===== config.mk =====
export PLATFORM = sky130hd
export DESIGN_NAME = countdown_timer_table_unit_flat
export DESIGN_NICKNAME = d
export VERILOG_FILES = /design/src/hdl/cdtt_pkg.sv /design/src/hdl/cdtt_req_if.sv /design/src/hdl/cdtt_rsp_if.sv /design/src/hdl/countdown_timer_table_unit.sv /design/src/hdl/cdtt_cell.sv /design/src/hdl/cdtt_ctrl.sv /design/src/flat_wrapper.sv
export SDC_FILE = /design/constraint.sdc
export NUM_CORES = 1
export LEC_CHECK = 0
export BUFFER_PORTS_ARGS = -buffer_cell sky130_fd_sc_hd__buf_2
export CORE_UTILIZATION = 28
export CTS_BUF_LIST = sky130_fd_sc_hd__clkbuf_4 sky130_fd_sc_hd__clkbuf_8
export DETAILED_ROUTE_END_ITERATION = 6
export GPL_TIMING_DRIVEN = 1
export PLACE_DENSITY = 0.5
export SLEW_MARGIN = 5
export SYNTH_ARGS = -nofsm -noshare
export SYNTH_HDL_FRONTEND = slang
export SYNTH_SLANG_ARGS = --single-unit

===== constraint.sdc =====
create_clock -name clock -period 7.95 [get_ports clock]
set_input_delay 1.1925 -clock clock [delete_from_list [all_inputs] [get_ports clock]]
set_output_delay 1.1925 -clock clock [all_outputs]
set_load 0.05 [all_outputs]

===== src/hdl/cdtt_pkg.sv =====
// Shared constants, codes and types of the countdown timer table.
// Used by the channel interfaces, the cell row, the controller and the checker.
package cdtt_pkg;

   localparam int SLOTS = 16;
   localparam int ID_W  = 16;
   localparam int CNT_W = $clog2(SLOTS + 1);
   localparam int IDX_W = (SLOTS > 1) ? $clog2(SLOTS) : 1;

   typedef enum logic [1:0] {
      OP_SET  = 2'd0,
      OP_KILL = 2'd1,
      OP_TICK = 2'd2,
      OP_NONE = 2'd3
   } op_type;

   typedef enum logic [2:0] {
      ST_OK        = 3'd0,
      ST_NOT_FOUND = 3'd1,
      ST_FULL      = 3'd2,
      ST_CLEARED   = 3'd3,
      ST_EXPIRED   = 3'd4
   } status_type;

   typedef enum logic [2:0] {
      ACT_NONE   = 3'd0,
      ACT_LOAD   = 3'd1,
      ACT_RELOAD = 3'd2,
      ACT_DEC    = 3'd3,
      ACT_SHIFT  = 3'd4
   } act_type;

   typedef struct packed {
      logic [ID_W-1:0] id;
      logic [ID_W-1:0] remaining;
   } entry_type;

   typedef struct packed {
      act_type          act;
      logic [CNT_W-1:0] pos;
      logic [ID_W-1:0]  id;
      logic [ID_W-1:0]  value;
   } cell_cmd_type;

endpackage


===== src/hdl/cdtt_req_if.sv =====
// Request channel of the countdown timer table: valid, ready and the command.
// Depends on cdtt_pkg for the identifier width.
interface cdtt_req_if import cdtt_pkg::*; ();
   logic            valid;
   logic            ready;
   logic [1:0]      op;
   logic [ID_W-1:0] timer_id;
   logic [ID_W-1:0] elapse;

   modport source (output valid, output op, output timer_id, output elapse, input ready);
   modport sink (input valid, input op, input timer_id, input elapse, output ready);
endinterface


===== src/hdl/cdtt_rsp_if.sv =====
// Response channel of the countdown timer table: valid, ready and one result.
// Depends on cdtt_pkg for the identifier width.
interface cdtt_rsp_if import cdtt_pkg::*; ();
   logic            valid;
   logic            ready;
   logic [2:0]      status;
   logic [ID_W-1:0] expired_id;
   logic            last;

   modport source (output valid, output status, output expired_id, output last, input ready);
   modport sink (input valid, input status, input expired_id, input last, output ready);
endinterface


===== src/hdl/countdown_timer_table_unit.sv =====
// Countdown timer table: an ordered list of up to SLOTS timers kept in a row of
// cells, oldest first. Once a request transaction is taken, the controller
// moves one position along the cell row per cycle. A set or a kill visits
// the live entries from the oldest until it finds the identifier or the end
// of the list; a kill of identifier zero clears the list without a walk. A
// tick visits every live entry from the newest and gives one response per
// expired entry, or a single OK response when none expires. A held-off
// response stalls the walk, and a new request is taken as soon as the previous
// one has placed its last response in the output register. No clearing pass
// is needed after reset.
// Depends on cdtt_pkg, the channel interfaces, cdtt_cell and cdtt_ctrl.
module countdown_timer_table_unit import cdtt_pkg::*; (
   input logic        clock,
   input logic        reset,
   cdtt_req_if.sink   req_ch,
   cdtt_rsp_if.source rsp_ch
);

   entry_type    slot_q  [SLOTS];
   entry_type    upper_q [SLOTS];
   cell_cmd_type cell_cmd;

   for (genvar g = 0; g < SLOTS; g++) begin : g_cell
      if (g == SLOTS - 1) begin : g_top
         assign upper_q[g] = '0;
      end else begin : g_mid
         assign upper_q[g] = slot_q[g+1];
      end

      cdtt_cell u_cell (
         .clock      (clock),
         .cell_index (CNT_W'(g)),
         .cmd        (cell_cmd),
         .upper      (upper_q[g]),
         .entry      (slot_q[g])
      );
   end

   cdtt_ctrl u_ctrl (
      .clock    (clock),
      .reset    (reset),
      .req_ch   (req_ch),
      .rsp_ch   (rsp_ch),
      .slot_q   (slot_q),
      .cell_cmd (cell_cmd)
   );

endmodule


===== src/hdl/cdtt_cell.sv =====
// One list entry of the timer table: identifier and remaining tick count.
// Acts on the broadcast cell command and takes its upper neighbor's entry on a shift.
// Depends on cdtt_pkg.
module cdtt_cell import cdtt_pkg::*; (
   input  logic             clock,
   input  logic [CNT_W-1:0] cell_index,
   input  cell_cmd_type     cmd,
   input  entry_type        upper,
   output entry_type        entry
);

   entry_type entry_ff;
   entry_type entry_in;
   logic      hit;
   logic      at_or_above;

   always_comb begin
      hit         = (cell_index == cmd.pos);
      at_or_above = (cell_index >= cmd.pos);
      entry_in    = entry_ff;
      case (cmd.act)
         ACT_LOAD: begin
            if (hit) begin
               entry_in.id        = cmd.id;
               entry_in.remaining = cmd.value;
            end
         end
         ACT_RELOAD: begin
            if (hit) begin
               entry_in.remaining = cmd.value;
            end
         end
         ACT_DEC: begin
            if (hit) begin
               entry_in.remaining = entry_ff.remaining - ID_W'(1);
            end
         end
         ACT_SHIFT: begin
            if (at_or_above) begin
               entry_in = upper;
            end
         end
         default: begin
         end
      endcase
   end

   always_ff @(posedge clock) begin
      entry_ff <= entry_in;
   end

   assign entry = entry_ff;

endmodule


===== src/hdl/cdtt_ctrl.sv =====
// Controller of the timer table: takes a request transaction, walks a position
// along the cell row one entry per cycle unless a held-off response stalls it,
// and drives the response register. Depends on cdtt_pkg and the two channel interfaces.
module cdtt_ctrl import cdtt_pkg::*; (
   input  logic         clock,
   input  logic         reset,
   cdtt_req_if.sink     req_ch,
   cdtt_rsp_if.source   rsp_ch,
   input  entry_type    slot_q [SLOTS],
   output cell_cmd_type cell_cmd
);

   typedef enum logic {
      S_IDLE,
      S_BUSY
   } state_type;

   state_type        state_ff, state_in;
   op_type           op_ff, op_in;
   logic [ID_W-1:0]  key_ff, key_in;
   logic [ID_W-1:0]  value_ff, value_in;
   logic [CNT_W-1:0] pos_ff, pos_in;
   logic [CNT_W-1:0] count_ff, count_in;
   logic             pend_ff, pend_in;
   logic [ID_W-1:0]  pend_id_ff, pend_id_in;
   logic             rsp_valid_ff, rsp_valid_in;
   status_type       rsp_status_ff, rsp_status_in;
   logic [ID_W-1:0]  rsp_id_ff, rsp_id_in;
   logic             rsp_last_ff, rsp_last_in;

   logic             out_free;
   logic [CNT_W-1:0] idx;
   entry_type        view;
   logic             match;
   logic             expiring;
   logic             emit;
   status_type       emit_status;
   logic [ID_W-1:0]  emit_id;
   logic             emit_last;
   logic             finish;

   always_comb begin
      out_free = !rsp_valid_ff || rsp_ch.ready;
      idx      = (op_ff == OP_TICK) ? (pos_ff - CNT_W'(1)) : pos_ff;
      view     = slot_q[idx[IDX_W-1:0]];
      match    = (view.id == key_ff);
      expiring = (view.remaining <= ID_W'(1));

      state_in      = state_ff;
      op_in         = op_ff;
      key_in        = key_ff;
      value_in      = value_ff;
      pos_in        = pos_ff;
      count_in      = count_ff;
      pend_in       = pend_ff;
      pend_id_in    = pend_id_ff;
      rsp_valid_in  = rsp_valid_ff && !rsp_ch.ready;
      rsp_status_in = rsp_status_ff;
      rsp_id_in     = rsp_id_ff;
      rsp_last_in   = rsp_last_ff;

      cell_cmd.act   = ACT_NONE;
      cell_cmd.pos   = idx;
      cell_cmd.id    = key_ff;
      cell_cmd.value = value_ff;

      emit        = 1'b0;
      emit_status = ST_OK;
      emit_id     = '0;
      emit_last   = 1'b1;
      finish      = 1'b0;

      req_ch.ready = (state_ff == S_IDLE);

      case (state_ff)
         S_IDLE: begin
            if (req_ch.valid) begin
               op_in    = op_type'(req_ch.op);
               key_in   = req_ch.timer_id;
               value_in = req_ch.elapse;
               pend_in  = 1'b0;
               pos_in   = (op_type'(req_ch.op) == OP_TICK) ? count_ff : '0;
               state_in = S_BUSY;
            end
         end
         S_BUSY: begin
            case (op_ff)
               OP_SET: begin
                  if (pos_ff == count_ff) begin
                     if (out_free) begin
                        emit    = 1'b1;
                        finish  = 1'b1;
                        emit_id = key_ff;
                        if (count_ff == CNT_W'(SLOTS)) begin
                           emit_status = ST_FULL;
                        end else begin
                           cell_cmd.act = ACT_LOAD;
                           count_in     = count_ff + CNT_W'(1);
                        end
                     end
                  end else if (match) begin
                     if (out_free) begin
                        cell_cmd.act = ACT_RELOAD;
                        emit         = 1'b1;
                        finish       = 1'b1;
                        emit_id      = key_ff;
                     end
                  end else begin
                     pos_in = pos_ff + CNT_W'(1);
                  end
               end
               OP_KILL: begin
                  if (key_ff == '0) begin
                     if (out_free) begin
                        count_in    = '0;
                        emit        = 1'b1;
                        finish      = 1'b1;
                        emit_status = ST_CLEARED;
                     end
                  end else if (pos_ff == count_ff) begin
                     if (out_free) begin
                        emit        = 1'b1;
                        finish      = 1'b1;
                        emit_status = ST_NOT_FOUND;
                        emit_id     = key_ff;
                     end
                  end else if (match) begin
                     if (out_free) begin
                        cell_cmd.act = ACT_SHIFT;
                        count_in     = count_ff - CNT_W'(1);
                        emit         = 1'b1;
                        finish       = 1'b1;
                        emit_id      = key_ff;
                     end
                  end else begin
                     pos_in = pos_ff + CNT_W'(1);
                  end
               end
               OP_TICK: begin
                  // An expired entry is held back one step so that the final one
                  // can carry the last flag.
                  if (pos_ff == '0) begin
                     if (out_free) begin
                        emit   = 1'b1;
                        finish = 1'b1;
                        if (pend_ff) begin
                           emit_status = ST_EXPIRED;
                           emit_id     = pend_id_ff;
                        end
                     end
                  end else if (expiring) begin
                     if (!pend_ff || out_free) begin
                        cell_cmd.act = ACT_SHIFT;
                        count_in     = count_ff - CNT_W'(1);
                        pos_in       = pos_ff - CNT_W'(1);
                        pend_in      = 1'b1;
                        pend_id_in   = view.id;
                        if (pend_ff) begin
                           emit        = 1'b1;
                           emit_status = ST_EXPIRED;
                           emit_id     = pend_id_ff;
                           emit_last   = 1'b0;
                        end
                     end
                  end else begin
                     cell_cmd.act = ACT_DEC;
                     pos_in       = pos_ff - CNT_W'(1);
                  end
               end
               default: begin
                  if (out_free) begin
                     emit   = 1'b1;
                     finish = 1'b1;
                  end
               end
            endcase
         end
         default: begin
            state_in = S_IDLE;
         end
      endcase

      if (emit) begin
         rsp_valid_in  = 1'b1;
         rsp_status_in = emit_status;
         rsp_id_in     = emit_id;
         rsp_last_in   = emit_last;
      end
      if (finish) begin
         state_in = S_IDLE;
      end
   end

   always_ff @(posedge clock) begin
      if (reset) begin
         state_ff     <= S_IDLE;
         count_ff     <= '0;
         pend_ff      <= 1'b0;
         rsp_valid_ff <= 1'b0;
      end else begin
         state_ff     <= state_in;
         count_ff     <= count_in;
         pend_ff      <= pend_in;
         rsp_valid_ff <= rsp_valid_in;
      end
      op_ff         <= op_in;
      key_ff        <= key_in;
      value_ff      <= value_in;
      pos_ff        <= pos_in;
      pend_id_ff    <= pend_id_in;
      rsp_status_ff <= rsp_status_in;
      rsp_id_ff     <= rsp_id_in;
      rsp_last_ff   <= rsp_last_in;
   end

   assign rsp_ch.valid      = rsp_valid_ff;
   assign rsp_ch.status     = rsp_status_ff;
   assign rsp_ch.expired_id = rsp_id_ff;
   assign rsp_ch.last       = rsp_last_ff;

endmodule


===== src/flat_wrapper.sv =====
// flat-port wrapper written by rule: the top's interface ports become plain ports
module countdown_timer_table_unit_flat import cdtt_pkg::*;
  (clock, reset, req_ch_valid, req_ch_op, req_ch_timer_id, req_ch_elapse, req_ch_ready, rsp_ch_valid, rsp_ch_status, rsp_ch_expired_id, rsp_ch_last, rsp_ch_ready);
  cdtt_req_if req_ch_i ();
  cdtt_rsp_if rsp_ch_i ();
  input logic clock;
  input logic reset;
  input wire logic [$bits(req_ch_i.valid)-1:0] req_ch_valid;
  input wire logic [$bits(req_ch_i.op)-1:0] req_ch_op;
  input wire logic [$bits(req_ch_i.timer_id)-1:0] req_ch_timer_id;
  input wire logic [$bits(req_ch_i.elapse)-1:0] req_ch_elapse;
  output wire logic [$bits(req_ch_i.ready)-1:0] req_ch_ready;
  output wire logic [$bits(rsp_ch_i.valid)-1:0] rsp_ch_valid;
  output wire logic [$bits(rsp_ch_i.status)-1:0] rsp_ch_status;
  output wire logic [$bits(rsp_ch_i.expired_id)-1:0] rsp_ch_expired_id;
  output wire logic [$bits(rsp_ch_i.last)-1:0] rsp_ch_last;
  input wire logic [$bits(rsp_ch_i.ready)-1:0] rsp_ch_ready;
  assign req_ch_i.valid = req_ch_valid;
  assign req_ch_i.op = req_ch_op;
  assign req_ch_i.timer_id = req_ch_timer_id;
  assign req_ch_i.elapse = req_ch_elapse;
  assign req_ch_ready = req_ch_i.ready;
  assign rsp_ch_valid = rsp_ch_i.valid;
  assign rsp_ch_status = rsp_ch_i.status;
  assign rsp_ch_expired_id = rsp_ch_i.expired_id;
  assign rsp_ch_last = rsp_ch_i.last;
  assign rsp_ch_i.ready = rsp_ch_ready;
  countdown_timer_table_unit u_core (.clock(clock), .reset(reset), .req_ch(req_ch_i), .rsp_ch(rsp_ch_i));
endmodule

==> results.toml, run 1 <==
[die]
floorplan.die.height_um = 348.7
die_x_um = 348.7
boundaryPins = 60
num_rows = 126
initial_core_util_pct = 28.39
design.die.area_sq_mm = 0.1216
core_area_sq_mm = 0.1186

[synth]
synth_compound_gate_area_share_pct = 13.00
synth-simple-area-share_pct = 20.46
post_synth_mux_area_share_pct = 2.453
synth_top_family_by_area = "simple AND/OR/NAND/NOR gates"
async_reset_ff_share_pct = 0
synth_cells = 3337
yosys.cell_types.count = 88
count_of_flip_flops_with_a_built_in_enable_after_synthesis = 587
synth_fa_ha_area_share_pct = 0.9293
synth_ff_type = "sky130_fd_sc_hd__edfxtp_1"
synth_nets = 3400
synthesis.yosys.warnings = 0
syn_avg_cell_area_sq_um = 10.09
ys_seq_area_share_pct = 52.84
synth_area_sq_mm = 0.03366
synth.ff_latch_count = 595
post_synth_xor_area_fraction_pct = 5.981

[min_path]
kind_of_path_behind_the_tightest_hold_check = "register to register"
hold_path.startpoint = "u_core.g_cell[8].u_cell.entry[20]$_DFFE_PP_"

[placed_design]
post-dp-hpwl_um = 72810
dp_slack_ns = 1.324
port_buffers = 59
post-place-cells = 4858
place_congestion = 0.8436

[cts]
cts-resized-gates = 0
clock_path_buffers = 3
cts_made_buffers = 101
htree_levels = 3
clock_latency_ns = 0.76
cts.sinks = 595
ctsHoldBuffers = 0
post_cts.repair.setup_buffers = 0
clk_pin_slew_worst_paths_ns = 0.08
tritoncts = "built"
ctsRootBufferMaster = "sky130_fd_sc_hd__clkbuf_8"

[sta]
worst-slew-pin-transition_ns = 1.161
max_slew_margin_pct = 21.80
setup-tns-final_ns = 0
period_share_pct = 84.13
setup_skew_ns = 0.04245
hold_viol = 0
timing.fmax_mhz = 149.5
timing.final.crit_period_ns = 6.688
fin_ws_ns = 1.262
rsz0062_at_grt = "false"
fin_hold_ws_ns = 0.5344
finalSetupViolations = 0
final_max_slew_viol_count = 0

[critical_path]
criticalPathCategory = "register to register"
critPathMaxFanout = 18
worst_setup_path_startpoint = "u_core.u_ctrl.pos_ff[1]$_DFFE_PP_"
crit_top_cell = "sky130_fd_sc_hd__buf_4"
r2r_start = "u_core.u_ctrl.pos_ff[1]$_DFFE_PP_"
cp-end-kind = "register"
worst_path_largest_cell_delay_ns = 0.67
crit_path_start_kind = "register"
critical_path.cell_chain = "inv_1, ha_1, or4bb_1, nand3_2, buf_4, a222oi_1, a32o_1, xor2_1, a21oi_1, nand4_1, or2_1, o21ai_2, nand3_1, and2_1, a211oi_2, buf_4"
critical_path_required_ns = 8.39
worstPathArrival_ns = 7.12
cpMaxStageDelayCell = "sky130_fd_sc_hd__edfxtp_1"

[drt]
vias_per_cell = 5.264
wirelength_per_cell_um = 22.72
firstDrtPassIters = 7
routed_wirelength_um = 114600
postRouteAntennaNets = 0
overall_via_count_from_detail_route = 26558
detail_route.iter0.violations = 2565
drcViolationCount = 0

[power]
netSwitchingPower_uw = 2357
power.leakage_uw = 0.01335
power_per_cell_area_mw_per_mm2 = 204.4
worst_ir_drop_vdd_uv = 124.9
fin_total_pwr_uw = 7730
seq_power_share_pct = 46.2
internal_power_uw = 5374
power.switching_fraction_pct = 30.49
clockPowerShare_pct = 36.7
power_frac_comb_pct = 17.0

[finish]
antenna_cells = 0
area_delta_synth_final_pct = 12.34
layout.cells.most_common_list = "846 x sky130_fd_sc_hd__nand2_1, 587 x sky130_fd_sc_hd__edfxtp_1, 277 x sky130_fd_sc_hd__nor2_1"
drive_above_1_share_pct = 11.12
nNetsFinal = 3424
fin_cells = 5045
final_common_cell = "sky130_fd_sc_hd__nand2_1"

[global_routing]
global_route.usage.met3_pct = 2.267
grt_use_met1_pct = 24.85
grt_first_pass_wirelength_um = 170000
grt_most_used_layer = "met2"
grt-ovfl-total = 0
groute.usage.overall_pct = 18.39
first_global_vias = 25764
grt_use_met2_pct = 30.29
grt_antenna_before_repair = 3
grt_start_max_net_pins = 184

[run_status]
run_status = "complete, no violations"

[flow_run]
cap_viol_max_count = 0
metrics by stage:
step | instance area [sq um] | utilization (%)
after floorplan | 33660 | -
after global placement | 35820 | 30.21
after detailed placement | 35820 | 30.21
after CTS | 37810 | 31.89
after global routing | 37810 | 31.89
final | 37810 | 31.89
worst max-delay path: cells and delay by family, from the launching register on:
kind            cells  cell delay, ns
simple gates        6            2.44
flops               1            0.67
compound gates      5            1.55
xor+xnor            1            0.13
fa+ha+maj           1            0.66
buf+inv             3            0.88
cells in the mapped netlist (all sizes together) (25+ instances only):
master	number	area, sq um
nand2	847	3182
edfxtp	587	17630
nor2	281	1055
a211o	196	1717
buf	144	887.1
xnor2	114	1006
xor2	112	1007
a21oi	91	459.2
nand3	91	460.4
clkbuf	86	322.8
or3	76	475.5
nor3	71	355.3
inv	67	251.5
mux2i	60	600.6
a32oi	47	411.6
nor4	41	277.8
o21ai	41	209.0
o221ai	39	341.6
nand4	30	202.7
ha	25	312.8
per-layer routing:
layer  vias to the layer above  wire [um]
li1                      12187          -
met1                     13270      50490
met2                       887      54380
met3                       212       6177
met4                         2       3556
met5                         -         20
flip-flops by register name, summed over array words and instances (netlist names):
| register | flops |
|---|---|
| u_core.u_ctrl.op_ff | 2 |
| u_core.u_ctrl.rsp_ch.last | 1 |
| u_core.u_ctrl.pos_ff | 5 |
| u_core.u_ctrl.state_ff | 1 |
| u_core.u_ctrl.rsp_ch.status | 3 |
| u_core.u_ctrl.pend_ff | 1 |
| u_core.u_ctrl.value_ff | 16 |
| u_core.u_ctrl.key_ff | 16 |
| u_core.u_ctrl.rsp_ch.valid | 1 |
| u_core.u_ctrl.rsp_ch.expired_id | 16 |
| u_core.u_ctrl.pend_id_ff | 16 |
| u_core.u_ctrl.count_ff | 5 |
| u_core.g_cell.u_cell.entry | 512 |
power by group through the flow:
stage | clock network, uW | registers (uW) | logic, uW
after detailed placement | 0 | 3640 | 1300
after CTS | 2910 | 3570 | 1300
after global placement | 0 | 3640 | 1290
final | 2840 | 3580 | 1320
after global routing | 3030 | 3580 | 1390
after floorplan | 0 | 3610 | 827
final cells by class:
type                       count  area (sq um)
timing repair buffer         151          1111
fill                       12482         80740
clock inverter                52         326.6
inverter                      67         251.5
tap                         1600          2002
multi-input combinational   2445         14660
clock buffer                 135          1670
sequential                   595         17790
logic make-up (layout without fill, tap and decap cells):
| group | count (synthesis) | after routing |
|---|---|---|
| and+or+nand+nor | 1556 | 1556 |
| xor gates and xnor gates | 226 | 226 |
| DFF | 595 | 595 |
| adders and majority gates | 25 | 25 |
| AOI/OAI and AO/OA | 568 | 568 |
| buffers and inverters | 297 | 405 |
| muxes | 70 | 70 |
path summary, 6_finish.rpt:
check | depth (start not counted) | to | slack, ns
max | 16 | u_core.g_cell[5].u_cell.entry[6]$_DFFE_PP_ | 1.26
min | 2 | u_core.g_cell[7].u_cell.entry[20]$_DFFE_PP_ | 0.53
max reg2reg | 16 | u_core.g_cell[5].u_cell.entry[6]$_DFFE_PP_ | 1.26
min reg2reg | 2 | u_core.g_cell[7].u_cell.entry[20]$_DFFE_PP_ | 0.53
No activity file was read; power rests on OpenSTA's default activity.
==> inputs of run 2 (changes only) <==
==> constraint.sdc (replaced) <==
create_clock -name clock -period 6.8 [get_ports clock]
set_input_delay 1.02 -clock clock [delete_from_list [all_inputs] [get_ports clock]]
set_output_delay 1.02 -clock clock [all_outputs]
set_load 0.05 [all_outputs]
==> run 2 against run 1 <==
Net effect:
- die area unchanged
- non-clock buffer count increased by 17
- register-to-register slack got worse by 0.96 ns
- combinational power increased by 19%
- clock skew decreased by 0.0099 ns
- utilization increased by 0.055 points
- largest cell class unchanged
==> results.toml, run 2 (synthesis results as in run 1) <==
[run_status]
run_status = "complete, no violations"

[critical_path]
worst_path_largest_cell_delay_ns = 0.86
crit_path_start_kind = "register"
crit_top_cell = "sky130_fd_sc_hd__buf_4"
cp-end-kind = "register"
critical_path.reg2reg.endpoint = "u_core.g_cell[5].u_cell.entry[11]$_DFFE_PP_"
critical_path.cell_chain = "inv_1, ha_1, or2_1, o211ai_4, a32oi_1, and3_1, nor4_1, o2111ai_1, o21bai_1, or2_1, o21ai_2, or3_2, buf_4, o21ai_1, buf_4, a211oi_2, buf_4"
critical_path_required_ns = 7.27
worstPathArrival_ns = 6.96
timing.reg2reg.worst_path_depth = 17
reg2reg_setup_slack_ns = 0.30
criticalPathCategory = "register to register"
r2r_start = "u_core.u_ctrl.op_ff[0]$_DFFE_PP_"
cpMaxStageDelayCell = "sky130_fd_sc_hd__o211ai_4"
critPathMaxFanout = 21

[drt]
routed_wirelength_um = 115800
overall_via_count_from_detail_route = 26614
drcViolationCount = 0
detail_route.iter0.violations = 2512
postRouteAntennaNets = 0
firstDrtPassIters = 6
vias_per_cell = 5.262
wirelength_per_cell_um = 22.89

[sta]
hold_viol = 0
setup_skew_ns = 0.03258
finalSetupViolations = 0
rsz0062_at_grt = "false"
final_max_slew_viol_count = 0
period_share_pct = 95.56
fin_hold_ws_ns = 0.4049
timing.final.crit_period_ns = 6.498
worst-slew-pin-transition_ns = 1.155
timing.fmax_mhz = 153.9
setup-tns-final_ns = 0
max_slew_margin_pct = 22.97

[global_routing]
grt_first_pass_wirelength_um = 171000
groute.usage.overall_pct = 18.61
grt_antenna_before_repair = 2
first_global_vias = 25957
grt-ovfl-total = 0
grt_start_max_net_pins = 180

[finish]
final_core_util_pct = 31.95
area_delta_synth_final_pct = 12.53
largest_register_ff_count = 512
layout.cells.most_common_list = "846 x sky130_fd_sc_hd__nand2_1, 587 x sky130_fd_sc_hd__edfxtp_1, 277 x sky130_fd_sc_hd__nor2_1"
fillers = 12477
final_common_cell = "sky130_fd_sc_hd__nand2_1"
drive_above_1_share_pct = 11.44
nNetsFinal = 3439

[die]
core_area_sq_mm = 0.1186
die_x_um = 348.7
num_rows = 126
floorplan.die.height_um = 348.7
design.die.area_sq_mm = 0.1216
initial_core_util_pct = 28.39
boundaryPins = 60

[power]
worst_ir_drop_vdd_uv = 146.7
netSwitchingPower_uw = 2716
power.leakage_uw = 0.01338
power_frac_comb_pct = 17.4
power_per_cell_area_mw_per_mm2 = 237.5
clockPowerShare_pct = 36.2
fin_total_pwr_uw = 8998
power.switching_fraction_pct = 30.18
internal_power_uw = 6282
seq_power_share_pct = 46.4

[cts]
ctsHoldBuffers = 0
ctsRootBufferMaster = "sky130_fd_sc_hd__clkbuf_8"
post_cts.repair.setup_buffers = 0
clock_latency_ns = 0.79
htree_levels = 3
clk_pin_slew_worst_paths_ns = 0.06
tritoncts = "built"
cts-resized-gates = 0
cts_made_buffers = 99
clock_path_buffers = 3
cts.sinks = 595

[placed_design]
post-dp-hpwl_um = 73970
port_buffers = 59
place_congestion = 0.8401

[min_path]
hold_depth = 1
holdPathEnd = "u_core.u_ctrl.value_ff[11]$_DFFE_PP_"
hold_path.startpoint = "req_ch_elapse[11]"
kind_of_path_behind_the_tightest_hold_check = "primary input to register"

[flow_run]
cap_viol_max_count = 0
[run 2: cell types whose count changed in the layout (fill, tap and decap cells not counted), moves of 3 or more]
cell	delta
sky130_fd_sc_hd__clkbuf_4	+4
sky130_fd_sc_hd__clkinv_1	-3
sky130_fd_sc_hd__clkinvlp_4	+4
sky130_fd_sc_hd__buf_4	+17
sky130_fd_sc_hd__inv_6	-3
sky130_fd_sc_hd__clkinv_2	-6
sky130_fd_sc_hd__diode_2	+4
[run 2: final cells by class]
cell class | instances | area (sq um) | area share [%]
diodes | 4 | 10.01 | 0.02643
clock buffers | 138 | 1687 | 4.453
flip-flops and latches | 595 | 17790 | 46.96
repair buffers | 168 | 1239 | 3.270
well taps | 1600 | 2002 | 5.285
clock inverters | 41 | 245.2 | 0.6474
inverters | 67 | 251.5 | 0.6640
multi-input cells | 2445 | 14660 | 38.69
[run 2: worst max path at each step]
stage                                            from                                           end  depth (start not counted)
floorplan           u_core.u_ctrl.pos_ff[0]$_DFFE_PP_  u_core.g_cell[12].u_cell.entry[16]$_DFFE_PP_                         19
detailed placement   u_core.u_ctrl.op_ff[0]$_DFFE_PP_   u_core.g_cell[5].u_cell.entry[15]$_DFFE_PP_                         17
CTS                  u_core.u_ctrl.op_ff[0]$_DFFE_PP_   u_core.g_cell[5].u_cell.entry[11]$_DFFE_PP_                         17
finish               u_core.u_ctrl.op_ff[0]$_DFFE_PP_   u_core.g_cell[5].u_cell.entry[11]$_DFFE_PP_                         17
global route         u_core.u_ctrl.op_ff[0]$_DFFE_PP_   u_core.g_cell[5].u_cell.entry[15]$_DFFE_PP_                         16
global placement     u_core.u_ctrl.op_ff[0]$_DFFE_PP_   u_core.g_cell[5].u_cell.entry[13]$_DFFE_PP_                         17
[run 2: routing by layer]
metal  part of all wire (%)  global-route usage [%]  up-vias
met1                     44                   24.84    13367
met2                     47                   30.59      817
li1                       -                       -    12230
met4                    3.3                   6.418        0
met3                    5.4                   2.794      200
met5                      0                       0        -
[run 2: worst max-delay path, delay by kind of cell, from the launching register on]
kind	cells	cell delay [ns]
compound gates	7	2.79
simple gates	5	1.62
buf+inv	4	0.88
fa+ha+maj	1	0.44
flops	1	0.38
[run 2: power by group through the flow]
stage / registers, uW / clock network (uW) / logic (uW)
floorplan: 4220 / 0 / 966
global placement: 4250 / 0 / 1540
detailed placement: 4250 / 0 / 1550
CTS: 4170 / 3340 / 1550
global route: 4180 / 3480 / 1660
finish: 4170 / 3250 / 1570
[run 2: through the flow]
stage          cells  setup slack (ns)  instance area [sq um]
2_1_floorplan   3337             1.107                  33660
3_3_place_gp    4875            0.4683                  35940
3_5_place_dp    4875            0.4231                  35940
4_1_cts         5054            0.4032                  37870
5_1_grt         5056           0.05254                  37870
6_report        5058            0.3018                  37880
